<file path="src/sv/csv_byte_tokenizer_defines.svh">
// Assertion macros for the CSV byte tokenizer.
`ifndef CSV_BYTE_TOKENIZER_DEFINES_SVH
`define CSV_BYTE_TOKENIZER_DEFINES_SVH
`ifndef SYNTHESIS
`define CBT_ASSERT_IMP(label, clk, rst_n, ante, cons) \
  label: assert property (@(posedge clk) disable iff (!rst_n) (ante) |-> (cons)) \
    else $error("cbt: assertion failed");
`define CBT_ASSERT_NXT(label, clk, rst_n, ante, cons) \
  label: assert property (@(posedge clk) disable iff (!rst_n) (ante) |=> (cons)) \
    else $error("cbt: assertion failed");
`else
`define CBT_ASSERT_IMP(label, clk, rst_n, ante, cons)
`define CBT_ASSERT_NXT(label, clk, rst_n, ante, cons)
`endif
`endif

</file>
<file path="src/sv/cbt_pkg.sv">
// Types, constants and the per-character decode function of the CSV tokenizer.
package cbt_pkg;

  localparam logic [7:0] CH_BOM0  = 8'hEF;
  localparam logic [7:0] CH_BOM1  = 8'hBB;
  localparam logic [7:0] CH_BOM2  = 8'hBF;
  localparam logic [7:0] CH_COMMA = 8'h2C;
  localparam logic [7:0] CH_QUOTE = 8'h22;
  localparam logic [7:0] CH_CR    = 8'h0D;
  localparam logic [7:0] CH_LF    = 8'h0A;

  localparam logic [1:0] BOM_IDLE = 2'd0;
  localparam logic [1:0] BOM_ONE  = 2'd1;
  localparam logic [1:0] BOM_TWO  = 2'd2;
  localparam logic [1:0] BOM_DONE = 2'd3;

  localparam int QUEUE_DEPTH = 4;
  localparam int MAX_TOKENS  = 4;

  typedef enum logic [1:0] {
    KIND_CHAR   = 2'd0,
    KIND_FIELD  = 2'd1,
    KIND_RECORD = 2'd2,
    KIND_STREAM = 2'd3
  } kind_t;

  typedef struct packed {
    kind_t       kind;
    logic [7:0]  ch;
  } tok_t;

  // up to four tokens caused by one input item, slot 0 goes out first
  typedef struct packed {
    logic [2:0]  cnt;
    tok_t [MAX_TOKENS-1:0] tok;
  } bundle_t;

  typedef struct packed {
    logic        quoted;
    logic        qpend;
    logic        rpend;
    logic        fempty;
    logic        lempty;
    logic [1:0]  bom;
  } st_t;

  typedef struct packed {
    logic        full;
    logic        empty;
  } q_stat_t;

  typedef struct packed {
    st_t         st;
    logic        emit;
    tok_t        tok;
  } fc_res_t;

  localparam st_t ST_RESET = '{quoted: 1'b0, qpend: 1'b0, rpend: 1'b0,
                               fempty: 1'b1, lempty: 1'b1, bom: BOM_IDLE};

  // one decoded character against the quoting state
  function automatic fc_res_t feed_char(st_t s, logic [7:0] c);
    fc_res_t r;
    logic    done;
    r          = '0;
    r.st       = s;
    r.tok.kind = KIND_CHAR;
    r.st.lempty = 1'b0;
    done       = 1'b0;
    if (s.qpend) begin
      r.st.qpend = 1'b0;
      if (c == CH_QUOTE) begin
        r.emit      = 1'b1;
        r.tok.ch    = CH_QUOTE;
        r.st.fempty = 1'b0;
        done        = 1'b1;
      end else begin
        r.st.quoted = 1'b0;
      end
    end
    if (!done) begin
      if (r.st.quoted) begin
        if (c == CH_QUOTE) begin
          r.st.qpend = 1'b1;
        end else begin
          r.emit      = 1'b1;
          r.tok.ch    = c;
          r.st.fempty = 1'b0;
        end
      end else if (c == CH_COMMA) begin
        r.emit      = 1'b1;
        r.tok.kind  = KIND_FIELD;
        r.st.fempty = 1'b1;
      end else if (c == CH_QUOTE && r.st.fempty) begin
        r.st.quoted = 1'b1;
      end else begin
        r.emit      = 1'b1;
        r.tok.ch    = c;
        r.st.fempty = 1'b0;
      end
    end
    return r;
  endfunction

endpackage

</file>
<file path="src/sv/cbt_front.sv">
// Front end: accepts bytes, tracks BOM, CR and quoting state, builds token bundles.
module cbt_front
  import cbt_pkg::*;
(
  input  logic       clk,
  input  logic       rst_n,
  input  logic       in_tvalid,
  output logic       in_tready,
  input  logic [7:0] in_tdata,
  input  logic       in_tuser,
  input  q_stat_t    q_stat,
  output logic       push,
  output bundle_t    push_data
);

  st_t     state_r, state_nxt;
  logic    accept;

  assign in_tready = !q_stat.full;
  assign accept    = in_tvalid && in_tready;

  always_comb begin
    st_t     s;
    fc_res_t fr;
    bundle_t bd;
    logic    skip;
    s    = state_r;
    bd   = '0;
    fr   = '0;
    skip = 1'b0;
    if (in_tuser) begin
      // end of stream: flush held BOM bytes, close the record, mark the end
      if (s.bom == BOM_ONE || s.bom == BOM_TWO) begin
        fr = feed_char(s, CH_BOM0);
        s  = fr.st;
        if (fr.emit) begin
          bd.tok[bd.cnt[1:0]] = fr.tok;
          bd.cnt = bd.cnt + 3'd1;
        end
      end
      if (s.bom == BOM_TWO) begin
        fr = feed_char(s, CH_BOM1);
        s  = fr.st;
        if (fr.emit) begin
          bd.tok[bd.cnt[1:0]] = fr.tok;
          bd.cnt = bd.cnt + 3'd1;
        end
      end
      if (!s.lempty) begin
        bd.tok[bd.cnt[1:0]] = '{kind: KIND_RECORD, ch: 8'h00};
        bd.cnt = bd.cnt + 3'd1;
      end
      bd.tok[bd.cnt[1:0]] = '{kind: KIND_STREAM, ch: 8'h00};
      bd.cnt = bd.cnt + 3'd1;
      s = ST_RESET;
    end else begin
      if (s.bom != BOM_DONE) begin
        if (s.bom == BOM_IDLE && in_tdata == CH_BOM0) begin
          s.bom = BOM_ONE;
          skip  = 1'b1;
        end else if (s.bom == BOM_ONE && in_tdata == CH_BOM1) begin
          s.bom = BOM_TWO;
          skip  = 1'b1;
        end else if (s.bom == BOM_TWO && in_tdata == CH_BOM2) begin
          s.bom = BOM_DONE;
          skip  = 1'b1;
        end else begin
          // partial BOM: held bytes become ordinary characters
          if (s.bom == BOM_ONE || s.bom == BOM_TWO) begin
            fr = feed_char(s, CH_BOM0);
            s  = fr.st;
            if (fr.emit) begin
              bd.tok[bd.cnt[1:0]] = fr.tok;
              bd.cnt = bd.cnt + 3'd1;
            end
          end
          if (s.bom == BOM_TWO) begin
            fr = feed_char(s, CH_BOM1);
            s  = fr.st;
            if (fr.emit) begin
              bd.tok[bd.cnt[1:0]] = fr.tok;
              bd.cnt = bd.cnt + 3'd1;
            end
          end
          s.bom = BOM_DONE;
        end
      end
      if (!skip) begin
        if (in_tdata == CH_LF) begin
          if (!s.lempty) begin
            bd.tok[bd.cnt[1:0]] = '{kind: KIND_RECORD, ch: 8'h00};
            bd.cnt = bd.cnt + 3'd1;
          end
          s.quoted = 1'b0;
          s.qpend  = 1'b0;
          s.rpend  = 1'b0;
          s.fempty = 1'b1;
          s.lempty = 1'b1;
        end else if (in_tdata == CH_CR) begin
          // only the last CR before a line end or the stream end is dropped
          if (s.rpend) begin
            fr = feed_char(s, CH_CR);
            s  = fr.st;
            if (fr.emit) begin
              bd.tok[bd.cnt[1:0]] = fr.tok;
              bd.cnt = bd.cnt + 3'd1;
            end
          end
          s.rpend = 1'b1;
        end else begin
          if (s.rpend) begin
            s.rpend = 1'b0;
            fr = feed_char(s, CH_CR);
            s  = fr.st;
            if (fr.emit) begin
              bd.tok[bd.cnt[1:0]] = fr.tok;
              bd.cnt = bd.cnt + 3'd1;
            end
          end
          fr = feed_char(s, in_tdata);
          s  = fr.st;
          if (fr.emit) begin
            bd.tok[bd.cnt[1:0]] = fr.tok;
            bd.cnt = bd.cnt + 3'd1;
          end
        end
      end
    end
    state_nxt = accept ? s : state_r;
    push      = accept && (bd.cnt != 3'd0);
    push_data = bd;
  end

  always_ff @(posedge clk) begin
    if (!rst_n) begin
      state_r <= ST_RESET;
    end else begin
      state_r <= state_nxt;
    end
  end

endmodule

</file>
<file path="src/sv/cbt_fifo.sv">
// Bundle queue between front and back ends.
module cbt_fifo
  import cbt_pkg::*;
#(
  parameter int QDEPTH = QUEUE_DEPTH
)(
  input  logic    clk,
  input  logic    rst_n,
  input  logic    push,
  input  bundle_t push_data,
  input  logic    pop,
  output bundle_t head,
  output q_stat_t q_stat
);

  localparam int PTR_W = (QDEPTH > 1) ? $clog2(QDEPTH) : 1;
  localparam int CNT_W = $clog2(QDEPTH + 1);
  localparam logic [PTR_W-1:0] PTR_LAST = PTR_W'(QDEPTH - 1);

  bundle_t            mem_r [QDEPTH];
  logic [PTR_W-1:0]   wr_ptr_r, wr_ptr_nxt;
  logic [PTR_W-1:0]   rd_ptr_r, rd_ptr_nxt;
  logic [CNT_W-1:0]   cnt_r, cnt_nxt;

  assign head         = mem_r[rd_ptr_r];
  assign q_stat.full  = (cnt_r == CNT_W'(QDEPTH));
  assign q_stat.empty = (cnt_r == '0);

  always_comb begin
    wr_ptr_nxt = wr_ptr_r;
    rd_ptr_nxt = rd_ptr_r;
    cnt_nxt    = cnt_r;
    if (push) begin
      wr_ptr_nxt = (wr_ptr_r == PTR_LAST) ? '0 : wr_ptr_r + PTR_W'(1);
    end
    if (pop) begin
      rd_ptr_nxt = (rd_ptr_r == PTR_LAST) ? '0 : rd_ptr_r + PTR_W'(1);
    end
    if (push && !pop) begin
      cnt_nxt = cnt_r + CNT_W'(1);
    end else if (pop && !push) begin
      cnt_nxt = cnt_r - CNT_W'(1);
    end
  end

  always_ff @(posedge clk) begin
    if (push) begin
      mem_r[wr_ptr_r] <= push_data;
    end
  end

  always_ff @(posedge clk) begin
    if (!rst_n) begin
      wr_ptr_r <= '0;
      rd_ptr_r <= '0;
      cnt_r    <= '0;
    end else begin
      wr_ptr_r <= wr_ptr_nxt;
      rd_ptr_r <= rd_ptr_nxt;
      cnt_r    <= cnt_nxt;
    end
  end

endmodule

</file>
<file path="src/sv/cbt_back.sv">
// Back end: walks the head bundle one token per cycle into the output register unless out_tready stalls it.
module cbt_back
  import cbt_pkg::*;
(
  input  logic       clk,
  input  logic       rst_n,
  input  bundle_t    head,
  input  q_stat_t    q_stat,
  output logic       pop,
  output logic       out_tvalid,
  input  logic       out_tready,
  output logic [7:0] out_tdata,
  output logic [1:0] out_tuser,
  output logic       out_tlast
);

  logic        out_valid_r, out_valid_nxt;
  tok_t        tok_r, tok_nxt;
  logic        last_r, last_nxt;
  logic [1:0]  idx_r, idx_nxt;
  logic        load;
  logic        at_end;

  assign load   = !q_stat.empty && (!out_valid_r || out_tready);
  assign at_end = ({1'b0, idx_r} == head.cnt - 3'd1);
  assign pop    = load && at_end;

  always_comb begin
    out_valid_nxt = out_valid_r;
    tok_nxt       = tok_r;
    last_nxt      = last_r;
    idx_nxt       = idx_r;
    if (load) begin
      out_valid_nxt = 1'b1;
      tok_nxt       = head.tok[idx_r];
      last_nxt      = at_end;
      idx_nxt       = at_end ? 2'd0 : idx_r + 2'd1;
    end else if (out_tready) begin
      out_valid_nxt = 1'b0;
    end
  end

  always_ff @(posedge clk) begin
    if (!rst_n) begin
      out_valid_r <= 1'b0;
      idx_r       <= 2'd0;
    end else begin
      out_valid_r <= out_valid_nxt;
      idx_r       <= idx_nxt;
    end
  end

  always_ff @(posedge clk) begin
    tok_r  <= tok_nxt;
    last_r <= last_nxt;
  end

  assign out_tvalid = out_valid_r;
  assign out_tdata  = tok_r.ch;
  assign out_tuser  = tok_r.kind;
  assign out_tlast  = last_r;

endmodule

</file>
<file path="src/sv/csv_byte_tokenizer.sv">
// CSV byte tokenizer top level: front end, bundle queue and token output stage.
//
//  channel   dir  tdata            tuser            tlast
//  in_       in   data_byte[7:0]   req_type         -
//  out_      out  field_char[7:0]  token_kind[1:0]  last
//
// One byte can be accepted every cycle while the queue has room; a byte that
// yields results is queued as one bundle of up to four tokens.
// The output register sends one token per cycle while out_tready is high, so the
// sustained byte rate is one per cycle for bytes with at most one token; bytes with more tokens lower it.
// The first token of a byte passes through the queue entry and then the output register.
// rst_n (synchronous) clears decode state, queue pointers and output valid.
// in_tready drops only when the queue is full; out stalls back up through it.
`include "csv_byte_tokenizer_defines.svh"
module csv_byte_tokenizer
  import cbt_pkg::*;
#(
  parameter int QDEPTH = QUEUE_DEPTH
)(
  input  logic       clk,
  input  logic       rst_n,
  input  logic       in_tvalid,
  output logic       in_tready,
  input  logic [7:0] in_tdata,   // [7:0] data_byte
  input  logic       in_tuser,   // [0] req_type
  output logic       out_tvalid,
  input  logic       out_tready,
  output logic [7:0] out_tdata,  // [7:0] field_char
  output logic [1:0] out_tuser,  // [1:0] token_kind
  output logic       out_tlast
);

  q_stat_t q_stat;
  logic    push;
  logic    pop;
  bundle_t push_data;
  bundle_t head;

  cbt_front u_front (
    .clk       (clk),
    .rst_n     (rst_n),
    .in_tvalid (in_tvalid),
    .in_tready (in_tready),
    .in_tdata  (in_tdata),
    .in_tuser  (in_tuser),
    .q_stat    (q_stat),
    .push      (push),
    .push_data (push_data)
  );

  cbt_fifo #(
    .QDEPTH (QDEPTH)
  ) u_fifo (
    .clk       (clk),
    .rst_n     (rst_n),
    .push      (push),
    .push_data (push_data),
    .pop       (pop),
    .head      (head),
    .q_stat    (q_stat)
  );

  cbt_back u_back (
    .clk        (clk),
    .rst_n      (rst_n),
    .head       (head),
    .q_stat     (q_stat),
    .pop        (pop),
    .out_tvalid (out_tvalid),
    .out_tready (out_tready),
    .out_tdata  (out_tdata),
    .out_tuser  (out_tuser),
    .out_tlast  (out_tlast)
  );

  `CBT_ASSERT_IMP(a_no_overflow, clk, rst_n, push, !q_stat.full)
  `CBT_ASSERT_IMP(a_stream_is_last, clk, rst_n, out_tvalid && out_tuser == KIND_STREAM, out_tlast)
  `CBT_ASSERT_IMP(a_marker_no_char, clk, rst_n, out_tvalid && out_tuser != KIND_CHAR, out_tdata == 8'h00)
  `CBT_ASSERT_NXT(a_drain, clk, rst_n, !q_stat.empty && (!out_tvalid || out_tready), out_tvalid)

endmodule

</file>
<file path="config.mk">
export PLATFORM = sky130hd
export DESIGN_NAME = csv_byte_tokenizer
export DESIGN_NICKNAME = d
export VERILOG_FILES = /design/src/sv/cbt_pkg.sv /design/src/sv/cbt_front.sv /design/src/sv/cbt_fifo.sv /design/src/sv/cbt_back.sv /design/src/sv/csv_byte_tokenizer.sv
export VERILOG_INCLUDE_DIRS = /design/src /design/src/sv
export SDC_FILE = /design/constraint.sdc
export NUM_CORES = 1
export LEC_CHECK = 0
export BUFFER_PORTS_ARGS = -buffer_cell sky130_fd_sc_hd__clkbuf_2
export CAP_MARGIN = 5
export CORE_ASPECT_RATIO = 1.5
export CORE_MARGIN = 4
export CORE_UTILIZATION = 47
export DETAILED_ROUTE_END_ITERATION = 16
export PLACE_DENSITY = 0.65
export SLEW_MARGIN = 10
export SYNTH_ARGS = -nofsm -noshare
export SYNTH_HDL_FRONTEND = slang
export SYNTH_HIERARCHICAL = 1
export SYNTH_SLANG_ARGS = --single-unit
export TNS_END_PERCENT = 50
</file>
<file path="constraint.sdc">
create_clock -name clk -period 4.8 [get_ports clk]
set_clock_uncertainty 0.05 [all_clocks]
set_input_delay 0.48 -clock clk [delete_from_list [all_inputs] [get_ports clk]]
set_output_delay 0.48 -clock clk [all_outputs]
set_load 0.005 [all_outputs]
</file>
# Word level (Yosys, flattened, before mapping)
# Memories as Yosys holds them, arrays and structs flattened. A register that Yosys moved wholly into a read port is not among the register bits.
# Index checks and enable logic that the tools add are counted.
[word_totals]
ff_bits = 28
ramBits = 172
in_bits = 13
output_inout_bits = 13
elab_cells = 292
n_memories = 1
[classes]
n_addsub = 12
order_cmp = 13
n_eq_ne = 16
mux = 199
n_bitwise = 9
n_reduce_logical = 28
[mem_list]
columns = ["memory", "words", "width", "read_ports", "rd_clocked_by_memory_dff", "wr", "line", "rtl"]
rows = [
  ["u_fifo.mem_r", 4, 43, 1, 1, 1, "cbt_fifo.sv:20", "bundle_t mem_r [QDEPTH];"],
]
[op_table]
columns = ["cell", "n"]
rows = [
  ["43-bit 2-to-1 mux", 26],
  ["40-bit bitwise mux", 5],
  ["8-bit 2-to-1 mux", 24],
  ["10-bit 2-to-1 mux", 15],
  ["7-bit 2-to-1 mux", 18],
  ["10-bit demux with 2-bit select", 6],
  ["36-bit AND", 2],
  ["36-bit inverter", 2],
  ["1-bit 2-to-1 mux", 64],
  ["11-bit 2-to-1 mux", 5],
  ["3-bit 2-to-1 mux", 13],
  ["2-bit 2-to-1 mux", 17],
  ["32-bit AND", 1],
  ["32-bit inverter", 1],
  ["8-bit == test, second input constant", 3],
  ["3-bit by 1-bit adder with 3-bit output, second input constant", 7],
  ["2-bit by 3-bit < comparator with 1-bit output, second input constant", 7],
  ["10-bit binary-select mux with 2-bit select", 1],
  ["5-bit 2-to-1 mux", 4],
  ["8-bit by 4-bit == test with 1-bit output, second input constant", 2],
  ["8-bit by 6-bit == test with 1-bit output, second input constant", 2],
  ["1-bit logical AND", 16],
  ["2-bit by 1-bit greater-or-equal comparator with 1-bit output, second input constant", 6],
  ["2-bit == test, second input constant", 5],
  ["other kinds (15)", 25],
]

# Depth between registers and ports, before layout
[logic_depth]
ltp_word = 54
depth_mapped = 22
mapped_depth_nobuf = 21

# Cells and area by module
# The synthesis kept the hierarchy.
[modules_own_cells]
columns = ["module", "n_inst", "cells_each", "area_each_um2", "seq_area_each_um2"]
rows = [
  ["cbt_fifo", 1, 269, 6717.7, 5345.1],
  ["cbt_front", 1, 277, 1808.0, 140.1],
  ["cbt_back", 1, 46, 798.3, 390.4],
]

# Worst setup path after synthesis
# Ideal clock, no wire load.
[synth_timing]
path_type = "reg2reg"
start = "register u_front/state_r[0] (netlist bit)"
end = "memory u_fifo/mem_r[0][0] (netlist bit) (enable)"
setup_time_ps = 405
t_arrival_ps = 4527
setup_slack_ps = -181
stages_incl_launch_ff = 18
synth_period_minus_slack_ps = 4981
cell_sequence = "dfxtp_1 > inv_1 > ha_1 > buf_2 > mux2i_1 > o21ai_0 > a21oi_1 > nand2_1 > ha_1 > a22oi_1 > inv_1 > ha_1 > nand3b_1 > a31oi_1 > nand2_1 > o211ai_1 > o31a_1 > and2_1"
[synth_lines]
columns = ["element", "line", "rtl"]
rows = [
  ["start: declaration", "cbt_front.sv:16", "st_t state_r, state_nxt;"],
  ["start signal: assignment", "cbt_front.sv:138", "state_r <= state_nxt;"],
  ["end: declaration", "cbt_fifo.sv:20", ""],
]

==> impl_results.html <==
<table>
<tr><th>Metric</th><th>Value</th></tr>
<tr><th colspan="2">GRT</th></tr>
<tr><td>Number of antenna violations at the first check in global routing</td><td>0</td></tr>
<tr><td>Vias in the first global route</td><td>5,639</td></tr>
<tr><td>Most used routing layer</td><td>met2</td></tr>
<tr><td>Maximum number of pins on one net before global-route repair</td><td>between 40 and 50</td></tr>
<tr><td>Global-route wire length before repair</td><td>32,090 µm</td></tr>
<tr><td>Met3 track demand over resource in global routing</td><td>0.02230</td></tr>
<tr><td>Gr ovfl total</td><td>0</td></tr>
<tr><td>GR Layer Usage met2</td><td>0.3319</td></tr>
<tr><td>Global router's overall resource usage</td><td>0.1901</td></tr>
<tr><td>Grt met1 use</td><td>0.2417</td></tr>
<tr><th colspan="2">Worst setup path</th></tr>
<tr><td>Worst-case reg-to-reg path depth</td><td>20</td></tr>
<tr><td>Reg-to-reg critical path startpoint</td><td>u_front/state_r[0]</td></tr>
<tr><td>R2R Setup Slk</td><td>about 0.29 ns</td></tr>
<tr><td>WS Path Type</td><td>reg2reg</td></tr>
<tr><td>Type of destination of the critical path</td><td>flop</td></tr>
<tr><td>Maximum fanout along the worst path</td><td>5</td></tr>
<tr><td>Capture point of the worst reg-to-reg path</td><td>u_fifo/cnt_r[2]</td></tr>
<tr><td>Arrival time worst endpoint</td><td>~4.9 ns</td></tr>
<tr><td>Req. time, crit path</td><td>5.14 ns</td></tr>
<tr><td>Crit. Startpoint</td><td>u_front/state_r[0]</td></tr>
<tr><td>Kind of start point of the critical path</td><td>flop</td></tr>
<tr><th colspan="2">STA</th></tr>
<tr><td>Final setup viols</td><td>0</td></tr>
<tr><td>Final setup TNS</td><td>0 ns</td></tr>
<tr><td>Transition time at the pin with the least slew margin</td><td>0.8985 ns</td></tr>
<tr><td>Final hold vios</td><td>0</td></tr>
<tr><td>PnR worst setup slack</td><td>0.2912 ns</td></tr>
<tr><td>Number of pins with negative max-slew slack in the final report</td><td>0</td></tr>
<tr><td>Min Tclk post-route</td><td>4.509 ns</td></tr>
<tr><td>Achievable frequency</td><td>221.8 MHz</td></tr>
<tr><td>Max-slew headroom at the worst pin</td><td>0.3983</td></tr>
<tr><td>Period utilization</td><td>0.9393</td></tr>
<tr><th colspan="2">Final layout</th></tr>
<tr><td>Antenna cell count</td><td>0</td></tr>
<tr><td>Count of fill cells added during filler insertion</td><td>1,573</td></tr>
<tr><td>Post-route cell area</td><td>10,410 µm²</td></tr>
<tr><td>Sequential standard cell area</td><td>5878 µm²</td></tr>
<tr><td>Area overhead of the layout relative to synthesis</td><td>11.59%</td></tr>
<tr><td>Fraction of final layout cells sized beyond drive strength 1</td><td>0.2305</td></tr>
<tr><td>Total area of multi-input combinational cells</td><td>3151 µm²</td></tr>
<tr><td>Net total in the final layout</td><td>671</td></tr>
<tr><td>Final cell utilization of the core</td><td>0.5387</td></tr>
<tr><th colspan="2">Drt</th></tr>
<tr><td>DRC errors left</td><td>0</td></tr>
<tr><td>Aggregate routed wire length</td><td>20,380 µm</td></tr>
<tr><td>Vias after detailed routing</td><td>5,280</td></tr>
<tr><td>Vias per std cell</td><td>5.880</td></tr>
<tr><td>Average wire per standard cell</td><td>22.70 µm</td></tr>
<tr><td>Post-DRT Antenna Nets</td><td>0</td></tr>
<tr><td>TritonRoute pass-1 iters</td><td>4</td></tr>
<tr><td>Starting DRT DRC Count</td><td>384</td></tr>
<tr><th colspan="2">CTS</th></tr>
<tr><td>Cts hold-fix bufs</td><td>0</td></tr>
<tr><td>Latest clock arrival within the worst-skew pair</td><td>0.48 ns</td></tr>
<tr><td>Clock root buffer</td><td>clkbuf_16</td></tr>
<tr><td>Maximum buffer depth of the clock tree</td><td>3</td></tr>
<tr><td>TritonCTS clock tree</td><td>yes</td></tr>
<tr><td>Number of H-tree levels</td><td>1</td></tr>
<tr><td>CTS Sinks</td><td>202</td></tr>
<tr><td>Number of buffers inserted during clock tree synthesis</td><td>19</td></tr>
<tr><td>Reg clk slew, reported paths</td><td>approximately 0.060 ns</td></tr>
<tr><th colspan="2">Logic synthesis</th></tr>
<tr><td>Count of mapped cells out of synthesis</td><td>592</td></tr>
<tr><td>Mean area per synthesized cell</td><td>15.75 µm²</td></tr>
<tr><td>EDFF count, synth</td><td>183</td></tr>
<tr><td>Number of nets produced by synthesis</td><td>631</td></tr>
<tr><td>Synth async-reset ratio</td><td>0</td></tr>
<tr><td>Post-synth design cell area</td><td>between 9000 and 10,000 µm²</td></tr>
<tr><td>Leading register cell type out of synthesis</td><td>edfxtp_1</td></tr>
<tr><td>Synthesized flop and latch total</td><td>202</td></tr>
<tr><td>Number of distinct standard cells referenced by the synthesized netlist</td><td>69</td></tr>
<tr><td>Yosys warning total</td><td>6</td></tr>
<tr><td>Portion of the post-synthesis area used by sequential elements</td><td>0.6302</td></tr>
<tr><th colspan="2">Power</th></tr>
<tr><td>Total leakage power</td><td>roughly 3.5 nW</td></tr>
<tr><td>Power density relative to cell area</td><td>a little under 500 nW/µm²</td></tr>
<tr><td>Peak supply drop</td><td>0.3306 mV</td></tr>
<tr><th colspan="2">Floorplan</th></tr>
<tr><td>X dimension of the die</td><td>123 µm</td></tr>
<tr><td>Number of I/O pins</td><td>26</td></tr>
<tr><td>Core footprint</td><td>19,320 µm²</td></tr>
<tr><td>Starting density of the core</td><td>0.4827</td></tr>
<tr><td>Full die area</td><td>between 20,000 and 25,000 µm²</td></tr>
<tr><td>Die Y-Extent</td><td>180.5 µm</td></tr>
<tr><td>Count of standard-cell rows</td><td>between 60 and 70</td></tr>
<tr><th colspan="2">Job</th></tr>
<tr><td>Number of maximum-capacitance violations</td><td>0</td></tr>
<tr><th colspan="2">Place</th></tr>
<tr><td>Final weighted congestion in routability-driven placement</td><td>between 0.9 and 1</td></tr>
<tr><td>Port-buffer cells</td><td>25</td></tr>
<tr><td>Placed Area</td><td>9744 µm²</td></tr>
<tr><td>Placed wire-length estimate after detailed placement</td><td>13,820 µm</td></tr>
<tr><td>Pre-CTS worst setup slack</td><td>about 0.011 ns</td></tr>
<tr><th colspan="2">Run status</th></tr>
<tr><td>Outcome</td><td>finished, final reports clean</td></tr>
<tr><th colspan="2">Min path</th></tr>
<tr><td>Worst Hold Launch</td><td>out_tready</td></tr>
<tr><td>Hold-critical path endpoint</td><td>u_back/out_tvalid</td></tr>
<tr><td>WHS Path Cells</td><td>3</td></tr>
<tr><td>Worst min-delay path category</td><td>in2reg</td></tr>
</table>
==> synthesized netlist by cell type, drive strengths merged, types with 3 or more instances <==
cell    number  area share
a21boi       6      0.0048
a21oi       22       0.012
a22oi        3      0.0024
a31oi        9      0.0060
and2        13      0.0090
and3        13      0.0087
buf         18       0.019
clkbuf      11      0.0044
dfxtp       19       0.041
edfxtp     183        0.59
ha          25       0.034
inv         25       0.010
mux2i        6      0.0064
mux4        53        0.13
nand2       28       0.011
nand2b       6      0.0048
nand3       13      0.0075
nand4        4      0.0027
nand4b       3      0.0028
nor2        21      0.0085
nor2b       14      0.0094
nor3         8      0.0055
nor4         3      0.0027
o211ai       3      0.0024
o21ai       36       0.019
o31ai        4      0.0047
xnor2        4      0.0038
xor2         3      0.0028
==> metal layers <==
metal  share of wire  up-vias  wire length, µm
li1                -     2409                -
met1            0.40     2693             8138
met2            0.52      135            10680
met3           0.042       43              847
met4           0.035        0              714
met5               0        -                0
==> registers in the layout (all words and copies together) (netlist names), named ones only <==
name and count:
u_fifo/mem_r 172, u_back/out_tdata 8, u_front/state_r 7, u_fifo/cnt_r 3, u_back/idx_r 2, u_back/out_tuser 2, u_fifo/rd_ptr_r 2, u_fifo/wr_ptr_r 2
u_back/out_tlast 1, u_back/out_tvalid 1
==> cells by family after synthesis <==
group	after synthesis	synth area share
buf+inv	55	0.03408
flops	202	0.6302
simple gates	138	0.08441
xor+xnor	7	0.006576
compound gates	104	0.07220
fa+ha+maj	26	0.03570
mux	60	0.1369
==> worst max-delay path, cell delays in order, from the launching register on <==
cell and delay, ns:
dfxtp_1 0.41, inv_1 0.11, ha_1 0.22, nand4b_1 0.18, o21ai_0 0.11, a211o_1 0.38
ha_1 0.37, a22oi_2 0.24, inv_1 0.10, ha_1 0.19, nand3b_1 0.09, and2_1 0.17
a22oi_1 0.07, o211ai_1 0.17, o31a_1 0.19, ha_1 0.19, inv_1 0.08, fa_1 0.44
xor2_1 0.16, or3_1 0.30, a21boi_0 0.20
==> where the power goes <==
group	internal (mW)	leakage, nW	switching [mW]	total (mW)
Combinational	0.575	1.37	0.669	1.24
Sequential	2.25	1.85	0.0986	2.35
Clock	0.885	0.296	0.598	1.48
==> cell type report <==
class	count	share of cell area
clock buffers	21	0.04642
clock inverters	10	0.01227
inverters	26	0.009379
multi-input cells	335	0.3028
flip-flops and latches	202	0.5649
well taps	256	0.03078
repair buffers	48	0.03343
==> worst max path at each step <==
stage | slack, ns | to | cells after the start
floorplan | -0.18 | u_fifo/mem_r[1][0] | 17
global placement | 0.27 | u_fifo/cnt_r[2] | 19
detailed placement | 0.01 | u_fifo/cnt_r[2] | 19
CTS | 0.01 | u_fifo/cnt_r[2] | 21
global route | -0.007 | u_fifo/cnt_r[2] | 20
finish | 0.29 | u_fifo/cnt_r[2] | 20
==> through the flow <==
step / hold WS (ns) / std cells / total power [mW]
after global placement: 0.4375 / 862 / 3.605
after global routing: 0.2419 / 898 / 5.345
after floorplan: 0.4224 / 592 / 3.307
after CTS: 0.2432 / 893 / 5.148
final: 0.2587 / 898 / 5.076
after detailed placement: 0.4686 / 862 / 3.654
==> what timing repair did <==
| action | in CTS | in global routing |
|---|---|---|
| setup endpoints to repair | 1 | 2 |
| setup buffers | 0 | 5 |
| cloned | 0 | 0 |
| resized for setup | 1 | 3 |
| pin swaps | 0 | 3 |
==> cell usage in the layout (no fill, tap or decap), types with 3 or more instances in the layout <==
master     netlist  final
a21boi_0         6      6
a21oi_1         21     20
a31oi_1          9      9
and2_1          12      8
and2_2           0      4
and3_1          13     13
buf_12           4      4
buf_4            0     19
bufinv_16        0      3
clkbuf_16        0     19
clkbuf_2         0     25
clkinv_1         1      4
dfxtp_1         19     17
edfxtp_1       183    183
ha_1            25     25
inv_1           25     25
mux2i_1          6      5
mux4_1           3      3
mux4_2          50     50
nand2_1         28     28
nand2b_1         5      5
nand3_1         12     12
nand4_1          4      4
nand4b_1         3      3
nor2_1          21     21
nor2b_1         14     13
nor3_1           7      7
o211ai_1         3      3
o21ai_0         32     31
o21ai_1          4      5
o31ai_1          3      3
xnor2_1          4      4
xor2_1           3      3
(Power assumes the default switching activity.)
